--- src/rtl/mwe_pkg.sv ---
package mwe_pkg;

  // data and field widths
  localparam int DATA_BITS  = 16;
  localparam int WORD_W     = 16;
  localparam int ADDR_W     = 10;
  localparam int ABITS_W    = 4;
  localparam int TMO_W      = 8;
  localparam int RETRY_W    = 3;
  localparam int BITCNT_W   = 6;
  localparam int SHIFT_W    = 32;
  localparam int CFG_IDX_W  = 2;
  localparam int CFG_DATA_W = 8;

  // address width limits
  localparam logic [ABITS_W-1:0] ABITS_MIN = 4'd6;
  localparam logic [ABITS_W-1:0] ABITS_MAX = 4'd10;

  // register reset values
  localparam logic [ABITS_W-1:0] ABITS_RST = 4'd6;
  localparam logic [TMO_W-1:0]   TMO_RST   = 8'd20;
  localparam logic [RETRY_W-1:0] RETRY_RST = 3'd3;

  // register indexes
  localparam logic [CFG_IDX_W-1:0] CFG_ADDRESS_BITS  = 2'd0;
  localparam logic [CFG_IDX_W-1:0] CFG_READY_TIMEOUT = 2'd1;
  localparam logic [CFG_IDX_W-1:0] CFG_RETRY_LIMIT   = 2'd2;

  // item kinds
  localparam logic [1:0] KIND_TICK  = 2'd0;
  localparam logic [1:0] KIND_READ  = 2'd1;
  localparam logic [1:0] KIND_WRITE = 2'd2;

  // memory opcodes
  localparam logic [1:0] OP_EWEN  = 2'b00;
  localparam logic [1:0] OP_WRITE = 2'b01;
  localparam logic [1:0] OP_READ  = 2'b10;

  // input word
  typedef struct packed {
    logic [1:0]        kind;
    logic [ADDR_W-1:0] word_address;
    logic [WORD_W-1:0] write_data;
    logic              serial_in;
  } item_t;

  // result word
  typedef struct packed {
    logic              chip_select;
    logic              clock_pulse;
    logic              serial_out;
    logic              busy_res;
    logic              done_res;
    logic [WORD_W-1:0] read_word;
    logic              failed;
  } result_t;

endpackage

--- src/rtl/mwe_in_stage.sv ---
module mwe_in_stage (
  input  logic          clk,
  input  logic          rst,
  input  logic          in_valid,
  output logic          in_ready,
  input  mwe_pkg::item_t in_item,
  input  logic          step,
  output logic          held_valid,
  output mwe_pkg::item_t held_item
);
  import mwe_pkg::*;

  // free slot, or the held word moves on this cycle
  assign in_ready = !held_valid || step;

  // valid flag
  always_ff @(posedge clk) begin
    if (rst) begin
      held_valid <= 1'b0;
    end else if (in_ready) begin
      held_valid <= in_valid;
    end
  end

  // payload
  always_ff @(posedge clk) begin
    if (in_valid && in_ready) begin
      held_item <= in_item;
    end
  end

endmodule

--- src/rtl/mwe_core.sv ---
module mwe_core (
  input  logic                             clk,
  input  logic                             rst,
  input  logic                             cfg_write,
  input  logic [mwe_pkg::CFG_IDX_W-1:0]    cfg_index,
  input  logic [mwe_pkg::CFG_DATA_W-1:0]   cfg_data,
  input  logic                             step,
  input  mwe_pkg::item_t                   item,
  output mwe_pkg::result_t                 res
);
  import mwe_pkg::*;

  typedef enum logic [9:0] {
    PH_IDLE      = 10'b00_0000_0001,
    PH_EWEN      = 10'b00_0000_0010,
    PH_EWEN_GAP  = 10'b00_0000_0100,
    PH_WRITE     = 10'b00_0000_1000,
    PH_WRITE_GAP = 10'b00_0001_0000,
    PH_POLL      = 10'b00_0010_0000,
    PH_POLL_GAP  = 10'b00_0100_0000,
    PH_READ      = 10'b00_1000_0000,
    PH_RECEIVE   = 10'b01_0000_0000,
    PH_RETRY_GAP = 10'b10_0000_0000
  } phase_t;

  // left-aligned frame: start bit, opcode, address, optional data
  function automatic logic [SHIFT_W-1:0] frame_word(
    input logic [1:0]           op,
    input logic [ADDR_W-1:0]    addr,
    input logic [DATA_BITS-1:0] data,
    input logic                 with_data,
    input logic [ABITS_W-1:0]   ab
  );
    logic [ADDR_W-1:0]  amask;
    logic [SHIFT_W-1:0] f;
    amask = ~({ADDR_W{1'b1}} << ab);
    f = {1'b1, op, {(SHIFT_W-3){1'b0}}};
    f = f | (SHIFT_W'(addr & amask) << (6'd29 - {2'b0, ab}));
    if (with_data) begin
      f = f | (SHIFT_W'(data) << (6'd29 - {2'b0, ab} - 6'(DATA_BITS)));
    end
    return f;
  endfunction

  function automatic logic [BITCNT_W-1:0] frame_len(
    input logic               with_data,
    input logic [ABITS_W-1:0] ab
  );
    return 6'd3 + {2'b0, ab} + (with_data ? 6'(DATA_BITS) : 6'd0);
  endfunction

  // configuration
  logic [ABITS_W-1:0] address_bits;
  logic [TMO_W-1:0]   ready_timeout;
  logic [RETRY_W-1:0] retry_limit;

  // transaction state
  phase_t               phase, phase_next;
  logic [BITCNT_W-1:0]  bit_count, bit_count_next;
  logic [SHIFT_W-1:0]   shift_word, shift_word_next;
  logic [ADDR_W-1:0]    held_address, held_address_next;
  logic [DATA_BITS-1:0] held_data, held_data_next;
  logic                 is_write, is_write_next;
  logic [RETRY_W-1:0]   attempt_count, attempt_count_next;
  logic [TMO_W-1:0]     wait_count, wait_count_next;
  logic [DATA_BITS-1:0] received_word, received_word_next;

  logic [ABITS_W-1:0]   ab;
  logic [TMO_W-1:0]     tmo;
  logic [RETRY_W-1:0]   lim;
  logic [ADDR_W-1:0]    ewen_addr;
  logic [BITCNT_W-1:0]  count_dec;
  logic                 cs_level;

  // register writes
  always_ff @(posedge clk) begin
    if (rst) begin
      address_bits  <= ABITS_RST;
      ready_timeout <= TMO_RST;
      retry_limit   <= RETRY_RST;
    end else if (cfg_write) begin
      unique case (cfg_index)
        CFG_ADDRESS_BITS:  address_bits  <= cfg_data[ABITS_W-1:0];
        CFG_READY_TIMEOUT: ready_timeout <= cfg_data[TMO_W-1:0];
        CFG_RETRY_LIMIT:   retry_limit   <= cfg_data[RETRY_W-1:0];
        default: ;
      endcase
    end
  end

  // effective settings
  always_comb begin
    if (address_bits < ABITS_MIN) begin
      ab = ABITS_MIN;
    end else if (address_bits > ABITS_MAX) begin
      ab = ABITS_MAX;
    end else begin
      ab = address_bits;
    end
    tmo = (ready_timeout == '0) ? TMO_W'(1) : ready_timeout;
    lim = (retry_limit == '0) ? RETRY_W'(1) : retry_limit;
    // write-enable frame sets the top two address bits
    ewen_addr = ADDR_W'(3) << (ab - 4'd2);
    count_dec = (bit_count != '0) ? bit_count - 6'd1 : '0;
  end

  // chip select level of the current phase
  always_comb begin
    unique case (phase)
      PH_EWEN, PH_WRITE, PH_POLL, PH_READ, PH_RECEIVE: cs_level = 1'b1;
      default:                                         cs_level = 1'b0;
    endcase
  end

  // one step per accepted word
  always_comb begin
    phase_next         = phase;
    bit_count_next     = bit_count;
    shift_word_next    = shift_word;
    held_address_next  = held_address;
    held_data_next     = held_data;
    is_write_next      = is_write;
    attempt_count_next = attempt_count;
    wait_count_next    = wait_count;
    received_word_next = received_word;
    res = '0;

    if (phase == PH_IDLE) begin
      if (item.kind == KIND_READ || item.kind == KIND_WRITE) begin
        held_address_next  = item.word_address;
        held_data_next     = item.write_data[DATA_BITS-1:0];
        is_write_next      = (item.kind == KIND_WRITE);
        attempt_count_next = '0;
        wait_count_next    = '0;
        received_word_next = '0;
        if (item.kind == KIND_WRITE) begin
          shift_word_next = frame_word(OP_EWEN, ewen_addr, '0, 1'b0, ab);
          bit_count_next  = frame_len(1'b0, ab);
          phase_next      = PH_EWEN;
        end else begin
          shift_word_next = frame_word(OP_READ, item.word_address, '0, 1'b0, ab);
          bit_count_next  = frame_len(1'b0, ab);
          phase_next      = PH_READ;
        end
      end
    end else if (item.kind != KIND_TICK) begin
      // start or unknown kind while busy: ignored
      res.chip_select = cs_level;
    end else begin
      unique case (phase)
        PH_EWEN, PH_WRITE, PH_READ: begin
          res.chip_select = 1'b1;
          res.clock_pulse = 1'b1;
          res.serial_out  = shift_word[SHIFT_W-1];
          shift_word_next = shift_word << 1;
          bit_count_next  = count_dec;
          if (count_dec == '0) begin
            if (phase == PH_EWEN) begin
              phase_next = PH_EWEN_GAP;
            end else if (phase == PH_WRITE) begin
              phase_next = PH_WRITE_GAP;
            end else begin
              phase_next         = PH_RECEIVE;
              bit_count_next     = BITCNT_W'(DATA_BITS);
              received_word_next = '0;
            end
          end
        end
        PH_EWEN_GAP: begin
          shift_word_next = frame_word(OP_WRITE, held_address, held_data, 1'b1, ab);
          bit_count_next  = frame_len(1'b1, ab);
          phase_next      = PH_WRITE;
        end
        PH_WRITE_GAP: begin
          wait_count_next = '0;
          phase_next      = PH_POLL;
        end
        PH_POLL: begin
          res.chip_select = 1'b1;
          if (item.serial_in) begin
            phase_next = PH_POLL_GAP;
          end else begin
            wait_count_next = wait_count + 8'd1;
            if (wait_count_next >= tmo) begin
              phase_next = PH_POLL_GAP;
            end
          end
        end
        PH_POLL_GAP: begin
          shift_word_next = frame_word(OP_READ, held_address, '0, 1'b0, ab);
          bit_count_next  = frame_len(1'b0, ab);
          phase_next      = PH_READ;
        end
        PH_RETRY_GAP: begin
          shift_word_next = frame_word(OP_EWEN, ewen_addr, '0, 1'b0, ab);
          bit_count_next  = frame_len(1'b0, ab);
          phase_next      = PH_EWEN;
        end
        PH_RECEIVE: begin
          res.chip_select    = 1'b1;
          res.clock_pulse    = 1'b1;
          received_word_next = {received_word[DATA_BITS-2:0], item.serial_in};
          bit_count_next     = count_dec;
          if (count_dec == '0) begin
            if (!is_write || received_word_next == held_data) begin
              res.done_res  = 1'b1;
              res.read_word = WORD_W'(received_word_next);
              phase_next    = PH_IDLE;
            end else begin
              attempt_count_next = attempt_count + 3'd1;
              if (attempt_count_next >= lim) begin
                res.done_res  = 1'b1;
                res.read_word = WORD_W'(received_word_next);
                res.failed    = 1'b1;
                phase_next    = PH_IDLE;
              end else begin
                phase_next = PH_RETRY_GAP;
              end
            end
          end
        end
        default: phase_next = PH_IDLE;
      endcase
    end

    res.busy_res = (phase_next != PH_IDLE);
  end

  // state registers
  always_ff @(posedge clk) begin
    if (rst) begin
      phase         <= PH_IDLE;
      bit_count     <= '0;
      attempt_count <= '0;
      wait_count    <= '0;
      is_write      <= 1'b0;
    end else if (step) begin
      phase         <= phase_next;
      bit_count     <= bit_count_next;
      attempt_count <= attempt_count_next;
      wait_count    <= wait_count_next;
      is_write      <= is_write_next;
    end
  end

  // datapath registers
  always_ff @(posedge clk) begin
    if (step) begin
      shift_word    <= shift_word_next;
      held_address  <= held_address_next;
      held_data     <= held_data_next;
      received_word <= received_word_next;
    end
  end

endmodule

--- src/rtl/mwe_out_stage.sv ---
module mwe_out_stage (
  input  logic             clk,
  input  logic             rst,
  input  logic             load,
  input  mwe_pkg::result_t res_in,
  output logic             take,
  output logic             out_valid,
  input  logic             out_ready,
  output mwe_pkg::result_t res_out
);
  import mwe_pkg::*;

  // room for a new result when empty or being drained
  assign take = !out_valid || out_ready;

  // valid flag
  always_ff @(posedge clk) begin
    if (rst) begin
      out_valid <= 1'b0;
    end else if (take) begin
      out_valid <= load;
    end
  end

  // payload
  always_ff @(posedge clk) begin
    if (load && take) begin
      res_out <= res_in;
    end
  end

endmodule

--- src/rtl/microwire_eeprom_word_master_unit.sv ---
// Microwire EEPROM word master, x16 organisation. Each input word is either a
// start (read or write) or one serial bit slot from the caller's clock divider;
// every accepted word yields exactly one result word with the chip select,
// clock pulse and data-in levels for that slot plus busy and done status.
// One word is taken per clock cycle when the output side keeps up; each word
// passes the input register, then the step logic into the result register,
// and the rate is set by the single state update per word. Registers:
// 0 address bits (6..10), 1 ready timeout in poll slots, 2 write retry limit;
// write them only while the block is idle.
module microwire_eeprom_word_master_unit (
  input  logic                              clk,
  input  logic                              rst,
  input  logic                              cfg_write,
  input  logic [mwe_pkg::CFG_IDX_W-1:0]     cfg_index,
  input  logic [mwe_pkg::CFG_DATA_W-1:0]    cfg_data,
  input  logic                              in_valid,
  output logic                              in_ready,
  input  logic [1:0]                        kind,
  input  logic [mwe_pkg::ADDR_W-1:0]        word_address,
  input  logic [mwe_pkg::WORD_W-1:0]        write_data,
  input  logic                              serial_in,
  output logic                              out_valid,
  input  logic                              out_ready,
  output logic                              chip_select,
  output logic                              clock_pulse,
  output logic                              serial_out,
  output logic                              busy_res,
  output logic                              done_res,
  output logic [mwe_pkg::WORD_W-1:0]        read_word,
  output logic                              failed
);
  import mwe_pkg::*;

  item_t   in_item, held_item;
  result_t step_res, out_res;
  logic    held_valid, take, step;

  assign in_item = '{kind: kind, word_address: word_address,
                     write_data: write_data, serial_in: serial_in};

  // a held word steps when the result register has room
  assign step = held_valid && take;

  mwe_in_stage u_in (
    .clk        (clk),
    .rst        (rst),
    .in_valid   (in_valid),
    .in_ready   (in_ready),
    .in_item    (in_item),
    .step       (step),
    .held_valid (held_valid),
    .held_item  (held_item)
  );

  mwe_core u_core (
    .clk       (clk),
    .rst       (rst),
    .cfg_write (cfg_write),
    .cfg_index (cfg_index),
    .cfg_data  (cfg_data),
    .step      (step),
    .item      (held_item),
    .res       (step_res)
  );

  mwe_out_stage u_out (
    .clk       (clk),
    .rst       (rst),
    .load      (held_valid),
    .res_in    (step_res),
    .take      (take),
    .out_valid (out_valid),
    .out_ready (out_ready),
    .res_out   (out_res)
  );

  // result fields
  assign chip_select = out_res.chip_select;
  assign clock_pulse = out_res.clock_pulse;
  assign serial_out  = out_res.serial_out;
  assign busy_res    = out_res.busy_res;
  assign done_res    = out_res.done_res;
  assign read_word   = out_res.read_word;
  assign failed      = out_res.failed;

endmodule

--- config.mk ---
export PLATFORM = sky130hd
export DESIGN_NAME = microwire_eeprom_word_master_unit
export DESIGN_NICKNAME = d
export VERILOG_FILES = /design/src/rtl/mwe_pkg.sv /design/src/rtl/mwe_in_stage.sv /design/src/rtl/mwe_core.sv /design/src/rtl/mwe_out_stage.sv /design/src/rtl/microwire_eeprom_word_master_unit.sv
export SDC_FILE = /design/constraint.sdc
export NUM_CORES = 1
export LEC_CHECK = 0
export BUFFER_PORTS_ARGS = -buffer_cell sky130_fd_sc_hd__buf_4
export CORE_ASPECT_RATIO = 1.5
export CORE_MARGIN = 5
export CORE_UTILIZATION = 46
export DETAILED_ROUTE_END_ITERATION = 10
export GPL_TIMING_DRIVEN = 1
export PLACE_DENSITY_LB_ADDON = 0.2
export SYNTH_ARGS = -nofsm -noshare
export SYNTH_HDL_FRONTEND = slang
export SYNTH_SLANG_ARGS = --single-unit
--- constraint.sdc ---
create_clock -name clk -period 4.38 [get_ports clk]
set_input_delay 0.876 -clock clk [delete_from_list [all_inputs] [get_ports clk]]
set_output_delay 0.876 -clock clk [all_outputs]
set_load 0.05 [all_outputs]
# Yosys cells after proc, flatten, opt, wreduce, memory -nomap -nowiden
# Cells that the tools add are included.
totals:
  regBits: 169
  input_bits: 44
  out_inout_bits: 24
  elab_cells: 164
op_classes:
  n_addsub: 8
  magnitude_cmp: 4
  n_eq_ne: 23
  shifts: 6
  mux: 52
  bitwise: 8
  n_reduce_logical: 38
ops:
  columns: ["cell", "n"]
  rows:
  - ["one-hot mux 32 bit (4 select lines)", 1]
  - ["2-to-1 mux 10 bit", 10]
  - ["2-to-1 mux 32 bit", 3]
  - ["2-to-1 mux 15 bit", 6]
  - ["one-hot mux 10 bit (7 select lines)", 1]
  - ["<< shifter 32 x 6 -> 31 bit", 2]
  - ["2-to-1 mux 8 bit", 6]
  - ["2-to-1 mux 6 bit", 7]
  - ["OR 32 bit", 1]
  - ["<< shifter 16 x 6 -> 32 bit", 1]
  - ["<< shifter 32 x 6 -> 30 bit", 1]
  - ["2-to-1 mux 31 bit", 1]
  - ["AND 10 bit", 3]
  - ["one-hot mux 15 bit (2 select lines)", 1]
  - ["one-hot mux 6 bit (4 select lines)", 1]
  - ["2-to-1 mux 3 bit", 7]
  - ["2-to-1 mux 18 bit", 1]
  - ["2-to-1 mux 17 bit", 1]
  - ["equality test 16 bit", 1]
  - ["one-hot mux 8 bit (2 select lines)", 1]
  - ["equality test 10 x 1 -> 1 bit, second input constant", 1]
  - ["equality test 10 bit, second input constant", 1]
  - ["equality test 10 x 2 -> 1 bit, second input constant", 1]
  - ["equality test 10 x 3 -> 1 bit, second input constant", 1]
  - ["other kinds (53)", 79]

# Longest topological paths before layout
depth:
  depth_word: 11
  depth_mapped: 16
  mapped_depth_nobuf: 12

# Hierarchy
# Synthesis repeated with hierarchy kept, for this count alone.
hier_totals:
  cells_unflattened: 1076
  hier_area_um2: 10511.3
modules_own_cells:
  columns: ["module", "n_inst", "cells_each", "area_each_um2", "seq_area_each_um2"]
  rows:
  - ["mwe_core", 1, 1014, 8863.5, 3052.9]
  - ["mwe_in_stage", 1, 34, 925.9, 890.9]
  - ["mwe_out_stage", 1, 27, 715.7, 680.7]
  - ["microwire_eeprom_word_master_unit", 1, 1, 6.3, 0.0]

# Worst setup path after synthesis
# OpenSTA, ideal clock, no wires.
synth_path:
  kind: "flip-flop to flip-flop"
  start: "register u_core.address_bits[1]"
  end: "register u_core.shift_word[20], data pin"
  setup_time_ns: 0.255
  arrival_ns: 3.724
  t_required_ns: 4.125
  path_slack_ns: 0.401
  path_stages_with_launch: 16
  path_buffers: 3
  period_less_slack_ns: 3.979
  cell_sequence: "dfxtp_1 clkbuf_1 or3b_2 clkbuf_1 inv_1 buf_1 ha_1 inv_1 ha_1 or2_2 and2_1 mux4_2 a21oi_1 nor2_1 a311o_1 a31o_1"
synth_between:
  elab_chain_cells: 11
  elab_cells_between_ends: 23
  cone_classes: "add/sub (3); order compare (2); shift (6); mux (7); bitwise (5)"
synth_lines:
  columns: ["element", "line_no", "rtl"]
  rows:
  - ["start: declaration", "mwe_core.sv:53", "logic [ABITS_W-1:0] address_bits;"]
  - ["start signal: assignment", "mwe_core.sv:83", "CFG_ADDRESS_BITS: address_bits <= cfg_data[ABITS_W-1:0];"]
  - ["greater-than comparator 4 bit", "mwe_core.sv:95", "end else if (address_bits > ABITS_MAX) begin"]
  - ["2-to-1 mux 4 bit", "mwe_core.sv:95", null]
  - ["2-to-1 mux 4 bit (*)", "mwe_core.sv:93", "if (address_bits < ABITS_MIN) begin"]
  - ["branches (longest 7 deep; another with subtractor 5 x 4 -> 6 bit)", null, null]
  - ["2-to-1 mux 32 bit (*)", "mwe_core.sv:128", "if (phase == PH_IDLE) begin"]
  - ["net u_core.shift_word_next[20]", "mwe_core.sv:60", "logic [SHIFT_W-1:0] shift_word, shift_word_next;"]
  - ["end signal: assignment", "mwe_core.sv:249", "shift_word <= shift_word_next;"]
  - ["end: declaration", "mwe_core.sv:60", null]
# Mark *: on every way through the listed nets, which the timed path passes. The select of a mux whose other input is x is not followed.
# A chain may end at the register's enable or synchronous reset.

# Worst setup path after layout
layout_path:
  start: "register u_core.address_bits[1]"
  end: "register u_core.shift_word[28], data pin"
# The elaborated chain is that of the path after synthesis.

==> impl_metrics.csv <==
group,metric,value,unit
sta,worst_hold_slack,0.420,ns
global_routing,grt_util_met3,3.66,%
worst_hold_path,hold_start,"u_in.held_item[6]",
power_and_ir_drop,p_comb_share,14.2,%
worst_setup_path,setup.worst_path.start_class,"register",
worst_setup_path,arrival,4.09,ns
sta,fmax,259,MHz
sta,hold_viol,0,
cells_and_area,insertedDiodeCount,0,
floorplanning,pin_count,68,
drt,ant_nets,0,
cells_and_area,mostFrequentLayoutCells,"124 x edfxtp_1, 100 x nand2_1, 94 x buf_4, 76 x nor2_1, 74 x a21oi_1",
logic_synthesis,synthMuxAreaShare,5.83,%
logic_synthesis,syn_inst,1114,
worst_hold_path,hp-class,"reg2reg",
drt,drcViolationCount,0,
logic_synthesis,synth_edf_count,124,
placement,numPortBuffers,67,
floorplanning,die_area,26100,µm²
floorplanning,die_y,196,µm
power_and_ir_drop,power,3.95,mW
worst_hold_path,hold_depth,0,
cts,cts.repair.resized,0,
logic_synthesis,synth_cell_types,84,
drt,drt_iter0_drc,778,
cts,cts_setup_buffers,0,
cells_and_area,fin_cells,1442,
sta,fin_tns_setup,0,ns
logic_synthesis,synth-compound-area-share,19.4,%
floorplanning,die_w,134,µm
sta,skew,0.0169,ns
logic_synthesis,synth_xor_area_share,2.41,%
worst_hold_path,holdPathEnd,"u_core.held_data[5]",
sta,rsz0062_at_grt,"no",
logic_synthesis,ys_warn_count,0,
global_routing,grt_pass1_vias,9199,
global_routing,grt_overflow,0,
worst_setup_path,crit_start,"u_core.address_bits[1]",
cts,clkTransAtPathRegs,0.07,ns
drt,drt_first_pass_iters,6,
placement,gp_congestion,1.00,
cts,cts-hold-fix-buffers,0,
cts,numCtsBuffers,17,
global_routing,grt-busiest-layer,"met2",
cts,clk_latency,0.45,ns
cts,cts-root-buf,"clkbuf_16",
logic_synthesis,avgSynthCellArea,9.48,µm²
worst_setup_path,rr_endpoint,"u_core.shift_word[28]",
worst_setup_path,critPathCaptureType,"register",
global_routing,grt_max_degree,60,
power_and_ir_drop,powerDensity,332,nW/µm²
floorplanning,rows,68,
cts,htreeDepth,4,
sta,finalCriticalPeriod,3.86,ns
sta,relSlewSlack,32.4,%
cells_and_area,fin_util,52.2,%
placement,place_area,11300,µm²
sta,setup_viol,0,
logic_synthesis,synth_seq_cells,169,
sta,setup_slack,0.520,ns
outcome,outcome,"finished, final reports clean",
cells_and_area,syn2layout_area_growth,12.7,%
drt,wl_per_cell,23.5,µm
logic_synthesis,seq_area_frac_synth,43.8,%
global_routing,grtUsageTotal,26.0,%
power_and_ir_drop,p_sw,1.11,mW
global_routing,met2_usage,47.1,%
cells_and_area,final_area,11900,µm²
worst_setup_path,r2r-start,"u_core.address_bits[1]",
power_and_ir_drop,p_int,2.85,mW
worst_setup_path,reg2reg_setup_slack,0.52,ns
logic_synthesis,synth_fp_nets,1189,
logic_synthesis,ys_async_sr_fraction,0,%
worst_setup_path,r2r_cells,12,
cts,clock_sinks,169,
sta,slew_violations,0,
power_and_ir_drop,seqPwrFrac,46.6,%
logic_synthesis,synth_area,10600,µm²
drt,via_count,9180,
cells_and_area,layout_commonest_cell,"edfxtp_1",
placement,post-place-cells,1410,
placement,place_hpwl,25.0,mm
floorplanning,core,22800,µm²
global_routing,antenna_found_initial,1,
power_and_ir_drop,peakVddDrop,279,µV
power_and_ir_drop,pwr-share-clk,39.1,%
cells_and_area,nets,1224,
power_and_ir_drop,switching_share,28.0,%
cts,cts_tree,"built",
run,cap_violations,0,
drt,totalWireLength,33.9,mm
sta,finalCritPeriodShare,88.1,%
logic_synthesis,synth_fa_ha_area_share,3.67,%
logic_synthesis,synth_flop_cell,"edfxtp_1",
logic_synthesis,synth_simple_gate_area_share,20.4,%
global_routing,grt_pass1_wl,51.8,mm
worst_setup_path,worst-path-max-fanout,12,
power_and_ir_drop,leakagePower,4.44,nW
cells_and_area,final_layout_size_suffix_gt1_share,14.1,%
floorplanning,initial_core_util,46.3,%
global_routing,grtUsageMet1,26.8,%
placement,place_ws,0.701,ns
logic_synthesis,synth_top_family_by_area,"simple AND/OR/NAND/NOR gates",
sta,worst_pin_slew,1.00,ns
drt,via_per_inst,6.37,
worst_setup_path,critPathKind,"reg2reg",
worst_setup_path,cp.required,4.61,ns
cells_and_area,fill_cells,2111,
cts,clock_path_buffers,2,
cells in the mapped netlist (all sizes together) (7+ instances only):
cell / n / area, µm²
nor3b: 7 / 52.6
a311oi: 10 / 87.6
and2: 46 / 288
a22oi: 11 / 82.6
a21o: 8 / 60.1
o21ai: 59 / 299
mux2i: 48 / 480
a21oi: 77 / 400
a32o: 7 / 70.1
nor2: 78 / 300
nand2b: 18 / 113
nand3: 31 / 155
edfxtp: 124 / 3720
a31o: 8 / 70.1
nor2b: 28 / 175
nand4: 14 / 87.6
xnor2: 7 / 61.3
o22ai: 8 / 50.1
inv: 36 / 135
xor2: 22 / 193
nand2: 100 / 375
and3b: 7 / 61.3
a211oi: 26 / 205
ha: 31 / 388
and3: 9 / 61.3
buf: 20 / 115
dfxtp: 45 / 901
nor3: 28 / 140
mux2: 10 / 113
nor4: 14 / 109
a31oi: 17 / 106
o211ai: 8 / 65.1
clkbuf: 59 / 221
final cells by class:
class / count / area, µm² / share of cell area (%)
multi-input combinational: 830 / 5470 / 46.0
sequential: 169 / 4620 / 38.9
timing repair buffer: 95 / 726 / 6.10
clock buffer: 19 / 433 / 3.64
tap: 280 / 350 / 2.94
clock inverter: 13 / 155 / 1.30
inverter: 36 / 135 / 1.14
flip-flops by register name (all words and copies together) (netlist names):
name / flops
u_core.held_address: 10
u_core.held_data: 16
u_core.wait_count: 8
u_core.retry_limit: 3
u_core.received_word: 15
u_core.ready_timeout: 8
u_core.address_bits: 4
u_core.bit_count: 6
u_in.held_item: 29
u_in.held_valid: 1
u_out.out_valid: 1
u_core.is_write: 1
u_out.res_out: 22
u_core.phase: 10
u_core.shift_word: 32
u_core.attempt_count: 3
power groups by stage:
stage	combinational [mW]	clock [mW]	sequential, mW
finish	0.562	1.55	1.84
global route	0.600	1.65	1.85
CTS	0.554	1.58	1.84
floorplan	0.345	0	1.88
detailed placement	0.552	0	1.88
global placement	0.549	0	1.88
metal layers:
metal  wire [µm]  up-vias  part of all wire [%]
li1            -     4240                     -
met1       11800     4387                    35
met2       17500      405                    52
met3        1680      148                   5.0
met4        2900        0                   8.6
met5           0        -                     0
cells by family after synthesis:
group / count (synthesis)
DFF: 169
and+or+nand+nor: 408
AOI/OAI and AO/OA: 303
buffers and inverters: 115
adders and majority gates: 31
xor gates and xnor gates: 29
muxes: 59
worst max-delay path by stage:
stage                                  to  slack (ns)  cells after the start
floorplan           u_core.shift_word[20]        0.40                     15
global placement    u_core.shift_word[20]        0.79                     13
detailed placement  u_core.shift_word[20]        0.70                     13
CTS                 u_core.shift_word[28]        0.66                     12
global route        u_core.shift_word[28]        0.37                     12
finish              u_core.shift_word[28]        0.52                     12
worst max-delay path, cell delays in order, from the launching register on:
cell and delay, ns:
dfxtp_1 0.41, or3b_2 0.64, ha_1 0.24, inv_1 0.06, ha_1 0.24, inv_1 0.40, nand4_1 0.20, buf_4 0.24
a2111oi_0 0.47, o21ai_0 0.20, o21ai_0 0.18, a21oi_1 0.07, nor2_1 0.29
No activity file was read; power rests on OpenSTA's default activity.
